$ cat src/rtl/frct_pkg.sv
// Shared types, constants and the luma function for the ring corner test.
// No dependencies; used by every module of the block.
`default_nettype none

package frct_pkg;

   localparam int PixelWidth = 24;
   localparam int LumaWidth = 10;
   localparam int ThreshWidth = 9;
   localparam int RingPoints = 16;
   localparam int RunNeeded = 9;
   localparam int ProductWidth = 18;

   typedef logic [PixelWidth-1:0] pixel_type;
   typedef logic [LumaWidth-1:0] luma_type;
   typedef logic signed [ThreshWidth-1:0] thresh_type;
   typedef logic [RingPoints-1:0] ring_bits_type;

   localparam logic [ProductWidth-1:0] CoefRed = 18'd305;
   localparam logic [ProductWidth-1:0] CoefGreen = 18'd599;
   localparam logic [ProductWidth-1:0] CoefBlue = 18'd120;
   localparam int LumaShift = 8;
   localparam pixel_type CornerColor = 24'hFF0000;
   localparam thresh_type ThreshReset = 9'sd20;

   function automatic luma_type luma_of(input pixel_type px);
      logic [ProductWidth-1:0] sum;
      sum = ProductWidth'(px[7:0]) * CoefRed
          + ProductWidth'(px[15:8]) * CoefGreen
          + ProductWidth'(px[23:16]) * CoefBlue;
      return sum[LumaShift +: LumaWidth];
   endfunction

endpackage

`default_nettype wire

$ cat src/rtl/frct_luma.sv
// Luma stage of one pixel lane: weighted RGB sum, registered.
// Depends on frct_pkg.
`default_nettype none

module frct_luma (
   input  wire logic              clock,
   input  wire logic              load,
   input  wire frct_pkg::pixel_type pixel,
   output frct_pkg::luma_type     luma_ff
);

   frct_pkg::luma_type luma_in;

   assign luma_in = load ? frct_pkg::luma_of(pixel) : luma_ff;

   always_ff @(posedge clock) begin
      luma_ff <= luma_in;
   end

endmodule

`default_nettype wire

$ cat src/rtl/frct_lane.sv
// Compare stage of one lane: flags when two lumas differ by more than the threshold.
// Depends on frct_pkg.
`default_nettype none

module frct_lane (
   input  wire logic               clock,
   input  wire logic               load,
   input  wire frct_pkg::luma_type luma_a,
   input  wire frct_pkg::luma_type luma_b,
   input  wire frct_pkg::thresh_type threshold,
   output logic                    differ_ff
);

   logic signed [10:0] diff;
   logic [10:0] mag;
   logic differ_in;

   assign diff = $signed({1'b0, luma_a}) - $signed({1'b0, luma_b});
   assign mag = diff[10] ? 11'(-diff) : 11'(diff);
   assign differ_in = load ? ($signed({1'b0, mag}) > $signed(12'(threshold))) : differ_ff;

   always_ff @(posedge clock) begin
      differ_ff <= differ_in;
   end

endmodule

`default_nettype wire

$ cat src/rtl/frct_merge.sv
// Merge stage: combines the lane flags into the pretests and the run test, registered.
// Depends on frct_pkg.
`default_nettype none

module frct_merge (
   input  wire logic                   clock,
   input  wire logic                   load,
   input  wire frct_pkg::ring_bits_type differ,
   input  wire logic                   ends_differ,
   input  wire frct_pkg::pixel_type    center_pixel,
   output logic                        is_corner_ff,
   output frct_pkg::pixel_type         marked_pixel_ff
);

   logic [2:0] near_count;
   logic [7:0] run_found;
   logic corner;
   logic is_corner_in;
   frct_pkg::pixel_type marked_pixel_in;

   always_comb begin
      near_count = 3'(!differ[0]) + 3'(!differ[4]) + 3'(!differ[8]) + 3'(!differ[12]);
      for (int i = 0; i < 8; i++) begin
         run_found[i] = &differ[i +: frct_pkg::RunNeeded];
      end
      corner = ends_differ && (near_count <= 3'd1) && (|run_found);
   end

   assign is_corner_in = load ? corner : is_corner_ff;
   assign marked_pixel_in = load ? (corner ? frct_pkg::CornerColor : center_pixel)
                                 : marked_pixel_ff;

   always_ff @(posedge clock) begin
      is_corner_ff <= is_corner_in;
      marked_pixel_ff <= marked_pixel_in;
   end

endmodule

`default_nettype wire

$ cat src/rtl/fast_ring_corner_test_core.sv
// Ring corner test top level: 17 luma lanes, 17 compare lanes and a merge stage.
// Items pass the luma, compare and merge registers; one per cycle unless rsp_stall is high.
// The three stages advance independently, so a bubble ahead of a stalled result is filled.
// Reset clears the stage valid bits and sets the threshold to 20.
// Depends on frct_pkg, frct_luma, frct_lane and frct_merge.
`default_nettype none

module fast_ring_corner_test_core (
   input  wire logic        clock,
   input  wire logic        reset,
   input  wire logic        req_valid,
   output logic             req_stall,
   input  wire logic [23:0] req_center_pixel,
   input  wire logic [47:0] req_ring_pair_0,
   input  wire logic [47:0] req_ring_pair_1,
   input  wire logic [47:0] req_ring_pair_2,
   input  wire logic [47:0] req_ring_pair_3,
   input  wire logic [47:0] req_ring_pair_4,
   input  wire logic [47:0] req_ring_pair_5,
   input  wire logic [47:0] req_ring_pair_6,
   input  wire logic [47:0] req_ring_pair_7,
   output logic             rsp_valid,
   input  wire logic        rsp_stall,
   output logic             rsp_is_corner,
   output logic [23:0]      rsp_marked_pixel,
   input  wire logic        csr_valid,
   output logic             csr_ready,
   input  wire logic signed [8:0] csr_threshold
);

   frct_pkg::thresh_type threshold_ff, threshold_in;
   logic valid1_ff, valid1_in, valid2_ff, valid2_in, valid3_ff, valid3_in;
   logic ready1, ready2, ready3;
   frct_pkg::pixel_type center1_ff, center1_in, center2_ff, center2_in;
   frct_pkg::pixel_type ring_px [frct_pkg::RingPoints];
   frct_pkg::luma_type ring_luma [frct_pkg::RingPoints];
   frct_pkg::luma_type center_luma;
   frct_pkg::ring_bits_type differ;
   logic ends_differ;
   logic [383:0] ring_flat;

   assign csr_ready = 1'b1;
   assign ready3 = !valid3_ff || !rsp_stall;
   assign ready2 = !valid2_ff || ready3;
   assign ready1 = !valid1_ff || ready2;
   assign req_stall = !ready1;
   assign rsp_valid = valid3_ff;

   assign threshold_in = (csr_valid && csr_ready) ? csr_threshold : threshold_ff;
   assign valid1_in = ready1 ? req_valid : valid1_ff;
   assign valid2_in = ready2 ? valid1_ff : valid2_ff;
   assign valid3_in = ready3 ? valid2_ff : valid3_ff;
   assign center1_in = ready1 ? req_center_pixel : center1_ff;
   assign center2_in = ready2 ? center1_ff : center2_ff;

   always_ff @(posedge clock) begin
      if (reset) begin
         threshold_ff <= frct_pkg::ThreshReset;
         valid1_ff <= 1'b0;
         valid2_ff <= 1'b0;
         valid3_ff <= 1'b0;
      end else begin
         threshold_ff <= threshold_in;
         valid1_ff <= valid1_in;
         valid2_ff <= valid2_in;
         valid3_ff <= valid3_in;
      end
      center1_ff <= center1_in;
      center2_ff <= center2_in;
   end

   assign ring_flat = {req_ring_pair_7, req_ring_pair_6, req_ring_pair_5, req_ring_pair_4,
                       req_ring_pair_3, req_ring_pair_2, req_ring_pair_1, req_ring_pair_0};

   frct_luma u_center_luma (
      .clock   (clock),
      .load    (ready1),
      .pixel   (req_center_pixel),
      .luma_ff (center_luma)
   );

   for (genvar g = 0; g < frct_pkg::RingPoints; g++) begin : g_lane
      assign ring_px[g] = ring_flat[g*frct_pkg::PixelWidth +: frct_pkg::PixelWidth];

      frct_luma u_luma (
         .clock   (clock),
         .load    (ready1),
         .pixel   (ring_px[g]),
         .luma_ff (ring_luma[g])
      );

      frct_lane u_lane (
         .clock     (clock),
         .load      (ready2),
         .luma_a    (ring_luma[g]),
         .luma_b    (center_luma),
         .threshold (threshold_ff),
         .differ_ff (differ[g])
      );
   end

   frct_lane u_ends (
      .clock     (clock),
      .load      (ready2),
      .luma_a    (ring_luma[8]),
      .luma_b    (ring_luma[0]),
      .threshold (threshold_ff),
      .differ_ff (ends_differ)
   );

   frct_merge u_merge (
      .clock           (clock),
      .load            (ready3),
      .differ          (differ),
      .ends_differ     (ends_differ),
      .center_pixel    (center2_ff),
      .is_corner_ff    (rsp_is_corner),
      .marked_pixel_ff (rsp_marked_pixel)
   );

endmodule

`default_nettype wire

$ cat config.mk
export PLATFORM = sky130hd
export DESIGN_NAME = fast_ring_corner_test_core
export DESIGN_NICKNAME = d
export VERILOG_FILES = /design/src/rtl/frct_pkg.sv /design/src/rtl/frct_luma.sv /design/src/rtl/frct_lane.sv /design/src/rtl/frct_merge.sv /design/src/rtl/fast_ring_corner_test_core.sv
export SDC_FILE = /design/constraint.sdc
export NUM_CORES = 2
export LEC_CHECK = 0
export ABC_AREA = 1
export BUFFER_PORTS_ARGS = -buffer_cell sky130_fd_sc_hd__buf_2
export CAP_MARGIN = 0
export CORE_UTILIZATION = 50
export DETAILED_ROUTE_END_ITERATION = 10
export PLACE_DENSITY = 0.67
export SKIP_CTS_REPAIR_TIMING = 1
export SYNTH_ARGS = -nofsm -noshare
export SYNTH_HDL_FRONTEND = slang
export SYNTH_SLANG_ARGS = --single-unit
$ cat constraint.sdc
create_clock -name clock -period 9.9 [get_ports clock]
set_input_delay 1.485 -clock clock [delete_from_list [all_inputs] [get_ports clock]]
set_output_delay 1.485 -clock clock [all_outputs]
set_load 0.05 [all_outputs]
### After elaboration in Yosys (flattened, before gate mapping)

Index checks and enable logic that the tools add are counted.

* reductions and logical operators: 23
* multiplexer cells: 17
* bitwise operators: 0
* add/sub/neg operators: 71
* shifts and indexed selects: 0
* multipliers: 51
* div/mod/pow operators: 0
* equal/unequal tests: 0
* magnitude comparators: 18

Operator list (count)
* 17-bit by 18-bit adder with 18-bit output: 17
* 18-bit by 15-bit adder with 18-bit output: 17
* 8-bit by 10-bit multiplier with 18-bit output (second input constant): 17
* 8-bit by 9-bit multiplier with 17-bit output (second input constant): 17
* 12-bit by 9-bit greater-than comparator with 1-bit output: 17
* 8-bit by 4-bit multiplier with 12-bit output (second input constant): 17
* 11-bit two-way mux: 17
* 11-bit negation: 17
* 10-bit by 10-bit subtractor with 11-bit output: 17
* 9-bit AND reduction: 8
* 1-bit logical NOT: 9
* 8-bit OR reduction: 1
* 3-bit by 1-bit adder with 3-bit output: 2
* 3-bit by 1-bit <= comparator with 1-bit output (second input constant): 1
* 1-bit logical OR: 3
* 1-bit by 1-bit adder with 2-bit output: 1
* 1-bit logical AND: 2

* memories: 0
* bits in latches: 0
* flip-flop bits (word level): 272
* bits in writable memories: 0
* ROM bits: 0
* output and inout bits: 28

### Longest topological paths before layout

* depth in word-level cells: 7
* gate-level depth with buffers: 27
* depth with buffers taken out: 27

### By module

From an unflattened synthesis, not the netlist that was laid out.

* cells, all modules: 12775
* area total of the unflattened synthesis: 97215.7 um2

Modules (own cells, without submodules)
* frct_luma (g_lane[0].u_luma ...): times used 8, sequential area each 300.3 um2, area an instance 4357.9 um2, cells each 532
* frct_lane: times used 17, sequential area each 30.0 um2, area an instance 1193.6 um2, cells each 212
* frct_luma (g_lane[7].u_luma ...): times used 4, sequential area each 300.3 um2, area an instance 4351.7 um2, cells each 524
* frct_luma (g_lane[3].u_luma ...): times used 3, sequential area each 300.3 um2, area an instance 4294.1 um2, cells each 517
* frct_luma (g_lane[6].u_luma): times used 1, sequential area each 300.3 um2, area an instance 4334.2 um2, cells each 523
* frct_luma (g_lane[2].u_luma): times used 1, sequential area each 300.3 um2, area an instance 4319.1 um2, cells each 520
* fast_ring_corner_test_core: times used 1, sequential area each 1681.6 um2, area an instance 1869.3 um2, cells each 102
* frct_merge: times used 1, sequential area each 750.7 um2, area an instance 1248.7 um2, cells each 123

### Worst setup path after synthesis

Ideal clock, no wire load.

* kind: in2reg
* start point: input rsp_stall
* end point: register center1_ff[0] (enable)
* cell stages on the path: 5
* buffers on the path: 0
* arrival time: 7.432 ns
* path slack: 1.922 ns
* required time: 9.354 ns
* cells stage by stage: nand2_1 nor2_1 inv_1 nor2_1 inv_1

* word-level cells in the longest chain between the ends: 4

Ends and longest elaborated chain
* start, declared: RTL line fast_ring_corner_test_core.sv:23 `input wire logic rsp_stall,`
* 1-bit logical NOT: RTL line fast_ring_corner_test_core.sv:43 `assign ready3 = !valid3_ff || !rsp_stall;`
* 1-bit logical OR: RTL line fast_ring_corner_test_core.sv:43
* 1-bit logical OR: RTL line fast_ring_corner_test_core.sv:44 `assign ready2 = !valid2_ff || ready3;`
* via g_lane[0].u_lane.load: RTL line frct_lane.sv:7 `input wire logic load,`
* 1-bit logical OR: RTL line fast_ring_corner_test_core.sv:45 `assign ready1 = !valid1_ff || ready2;`
* end signal, assigned: RTL line fast_ring_corner_test_core.sv:68 `center1_ff <= center1_in;`
* end, declared: RTL line fast_ring_corner_test_core.sv:34 `frct_pkg::pixel_type center1_ff, center1_in, center2_ff, center2_in;`

The timed path passes the listed nets, and every way through them passes these cells.
A chain may end at the register's enable or synchronous reset.

### Worst setup path after layout

* start point: input req_ring_pair_0[19]
* end point: register g_lane[0].u_luma.luma_ff[9], data pin

* word-level cells in the longest chain between the ends: 2

Ends and longest elaborated chain
* start, declared: RTL line fast_ring_corner_test_core.sv:14 `input wire logic [47:0] req_ring_pair_0,`
* 8-bit by 4-bit multiplier with 12-bit output: RTL line frct_pkg.sv:30 `+ ProductWidth'(px[23:16]) * CoefBlue;`
* 18-bit by 15-bit adder with 18-bit output: RTL line frct_pkg.sv:30
* end signal, assigned: RTL line frct_luma.sv:17 `luma_ff <= luma_in;`
* end, declared: RTL line frct_luma.sv:9 `output frct_pkg::luma_type luma_ff`

Every way passes these cells.

==> impl_metrics.tcl <==
set metrics [dict create \
    unrepaired_setup_endpoints_after_global_routing "no" \
    cpMaxStageDelayCell "sky130_fd_sc_hd__fa_1" \
    routed_wirelength_microns 209000 \
    critical_path.endpoint_type "register" \
    worst-path-max-fanout 5 \
    clkTransAtPathRegs_ns 0.06 \
    synthesis.instances 11446 \
    die_x_microns 430 \
    globalRouteTotalUtil_pct 23.1 \
    placementRows 156 \
    cap_viol_max_count 0 \
    fp.dieH_microns 430 \
    hold-path-cell-count 0 \
    first_global_vias 73645 \
    count_of_different_cell_masters_after_synthesis 52 \
    via_per_inst 4.97 \
    r2r-end "g_lane[13].u_lane.differ_ff" \
    area_growth_pct 7.15 \
    whs_endpoint "center2_ff[20]" \
    clock-root-buffer "sky130_fd_sc_hd__clkbuf_16" \
    ioPinCount 450 \
    drt_pass1_iterations 6 \
    setup-tns-final_ns 0 \
    detail_route.wl_per_cell_microns 14.5 \
    finalCritPeriodShare_pct 68.1 \
    synth_simple_gate_area_share_pct 14.7 \
    timing.rr.start "u_center_luma.luma_ff[0]" \
    timing.critical_path.required_ns 10.23 \
    remaining_drc_errors 0 \
    cp.arrival_ns 7.07 \
    layout_min_cycle_time_ns 6.74 \
    cts_made_buffers 36 \
    dominantRegCellSynth "sky130_fd_sc_hd__edfxtp_1" \
    synthMuxAreaShare_pct 0 \
    synth-edff-count 260 \
    hold_viol_final 0 \
    post_route_cells_drive_above_1_share_pct 5.41 \
    floorplan.initialDensity_pct 50.5 \
    critPathMostFrequentCell "sky130_fd_sc_hd__fa_1" \
    place_congestion 0.928 \
    first_iter_violations 3205 \
    pin_slew_with_the_least_headroom_to_its_limit_ns 1.04 \
    worst_clock_skew_ns 0.0253 \
    global_route_wire_length_before_repair_microns 354000 \
    mappedNetlistArea_sq_mm 0.0916 \
    post-dp-hpwl_microns 184000 \
    clockBufferDepth 3 \
    startpoint_of_the_worst_setup_timing_path "req_ring_pair_0[19]" \
    postSynthAreaPerCell_sq_um 8.00 \
    vias 71390 \
    adder_cell_share_of_the_synthesized_area_pct 52.3 \
    final_max_slew_viol_count 0 \
    synth_top_family_by_area "adder cells" \
    setup_violations 0 \
    path_class "in -> reg" \
    crit_path_start_kind "input pin" \
    hold_start "center1_ff[20]" \
    critPathMaxStageDelay_ns 0.55 \
    layout.core_utilization_pct 54.1 \
    maxSlewHeadroom_pct 30.5 \
    tritoncts_num_sinks 272 \
    syn_nets 14964 \
    fin_nets 15457 \
    ys.warnings.count 0 \
    postRouteAntennaNets 0 \
    synthArstFlopShare_pct 0 \
    grt_max_degree 76 \
    total_congestion_overflow 0 \
    htree_levels 2 \
    outcome "completed" \
    ys_seq_elements 272 \
    port-buffer-count 448 \
    clock_tree_from_tritoncts "done" \
    worst-r2r-setup-slack_ns 5.43 \
    fp.coreArea_sq_mm 0.181 \
    path_cells "buf_2 -> inv_1 -> fa_1 -> fa_1 -> inv_1 -> ha_1 -> a21oi_1 -> nand2_1 -> xor2_1 -> fa_1 -> fa_1 -> fa_1 -> inv_1 -> fa_1 -> inv_1 -> ha_1 -> a21oi_1 -> inv_1 -> a31oi_1 -> nand2_1 -> nand3_1 -> nand3_1 -> xor2_1" \
    die_area_sq_mm 0.185 \
    achievable-frequency_mhz 148 \
    min_path_type "reg -> reg" \
    worstRegToRegCells 22 \
    clock_latency_ns 0.60 \
    antenna_found_initial 34 \
    synthXorXnorAreaFrac_pct 3.84 \
    synth_sequential_area_ratio_pct 8.79 \
    synth-compound-area-share_pct 5.69 \
]
==> worst max-delay path by stage <==
stage / to / cells after the start
final: g_lane[0].u_luma.luma_ff[9] / 23
after global routing: g_lane[1].u_luma.luma_ff[5] / 25
after CTS: g_lane[0].u_luma.luma_ff[9] / 23
after detailed placement: g_lane[0].u_luma.luma_ff[9] / 23
after global placement: g_lane[0].u_luma.luma_ff[9] / 23
after floorplan: center1_ff[0] / 5
==> cells in the mapped netlist (22+ instances only) <==
cell	number	area [sq um]
sky130_fd_sc_hd__xnor2_1	128	1120
sky130_fd_sc_hd__a21o_1	36	270
sky130_fd_sc_hd__ha_1	1872	23400
sky130_fd_sc_hd__a21oi_1	507	2540
sky130_fd_sc_hd__fa_1	1224	24500
sky130_fd_sc_hd__xor2_1	272	2380
sky130_fd_sc_hd__nand2_1	1860	6980
sky130_fd_sc_hd__o21bai_1	48	360
sky130_fd_sc_hd__nor2_1	526	1970
sky130_fd_sc_hd__nand3_1	422	2110
sky130_fd_sc_hd__or2_2	25	156
sky130_fd_sc_hd__inv_1	3524	13200
sky130_fd_sc_hd__nor3_1	70	350
sky130_fd_sc_hd__nand4_1	185	1160
sky130_fd_sc_hd__nand2_2	22	138
sky130_fd_sc_hd__nand3b_1	40	300
sky130_fd_sc_hd__o21ai_0	204	1020
sky130_fd_sc_hd__inv_2	26	97.6
sky130_fd_sc_hd__edfxtp_1	260	7810
==> worst max-delay path: cells and delay by family <==
| kind | cells | cell delay [ns] |
|---|---|---|
| AOI/OAI and AO/OA | 3 | 0.58 |
| buffers and inverters | 6 | 0.53 |
| adders and majority gates | 8 | 3.64 |
| and+or+nand+nor | 4 | 0.44 |
| xor gates and xnor gates | 2 | 0.40 |
==> metrics by stage <==
step | cell area, sq um | hold slack (ns) | setup slack (ns) | cells
floorplan | 91600 | 0.400 | 1.92 | 11446
global placement | 96900 | 0.401 | 2.64 | 14271
detailed placement | 96900 | 0.405 | 2.55 | 14271
CTS | 98100 | 0.415 | 3.19 | 14333
global route | 98100 | 0.419 | 2.84 | 14348
finish | 98200 | 0.412 | 3.16 | 14352
==> cell type report <==
class | count | area (sq um)
clock buffer | 39 | 922
multi-input combinational | 7608 | 70100
fill | 17046 | 83200
sequential | 272 | 8050
inverter | 3551 | 13300
antenna | 19 | 47.5
tap | 2370 | 2970
timing repair buffer | 470 | 2410
clock inverter | 23 | 312
==> kinds of logic after synthesis <==
kind of cell / count (synthesis)
DFF: 272
other: 1
adders and majority gates: 3096
xor gates and xnor gates: 401
AOI/OAI and AO/OA: 926
and+or+nand+nor: 3184
buffers and inverters: 3566
==> layout by cell type, fill, tap and decap left out, types with 25 or more instances in the layout <==
cell type	instances
sky130_fd_sc_hd__xor2_1	272
sky130_fd_sc_hd__nand2_1	1860
sky130_fd_sc_hd__nand3_1	422
sky130_fd_sc_hd__fa_1	1224
sky130_fd_sc_hd__buf_2	448
sky130_fd_sc_hd__clkbuf_16	36
sky130_fd_sc_hd__nor3_1	70
sky130_fd_sc_hd__inv_1	3520
sky130_fd_sc_hd__nand3b_1	40
sky130_fd_sc_hd__edfxtp_1	260
sky130_fd_sc_hd__or2_2	25
sky130_fd_sc_hd__nor2_1	526
sky130_fd_sc_hd__xnor2_1	128
sky130_fd_sc_hd__o21ai_0	204
sky130_fd_sc_hd__nand4_1	185
sky130_fd_sc_hd__ha_1	1872
sky130_fd_sc_hd__o21bai_1	48
sky130_fd_sc_hd__inv_2	29
sky130_fd_sc_hd__a21o_1	36
sky130_fd_sc_hd__a21oi_1	507
==> registers in the layout, indices dropped and copies added (netlist names), 9 cells and up <==
| name | cells |
|---|---|
| u_center_luma.luma_ff | 10 |
| g_lane.u_lane.differ_ff | 16 |
| center2_ff | 24 |
| threshold_ff | 9 |
| g_lane.u_luma.luma_ff | 160 |
| center1_ff | 24 |
| u_merge.marked_pixel_ff | 24 |
==> metal layers <==
metal | vias up | share of wire [%] | global-route usage [%]
met5 | - | 0.023 | 0
met4 | 8 | 2.6 | 5.40
met2 | 1102 | 49 | 41.5
met3 | 241 | 3.2 | 1.70
li1 | 35988 | - | -
met1 | 34051 | 45 | 30.2
Power is left out: the tool's default activity adds up to more than one toggle a clock period on the data nets, which glitch-free logic cannot reach.
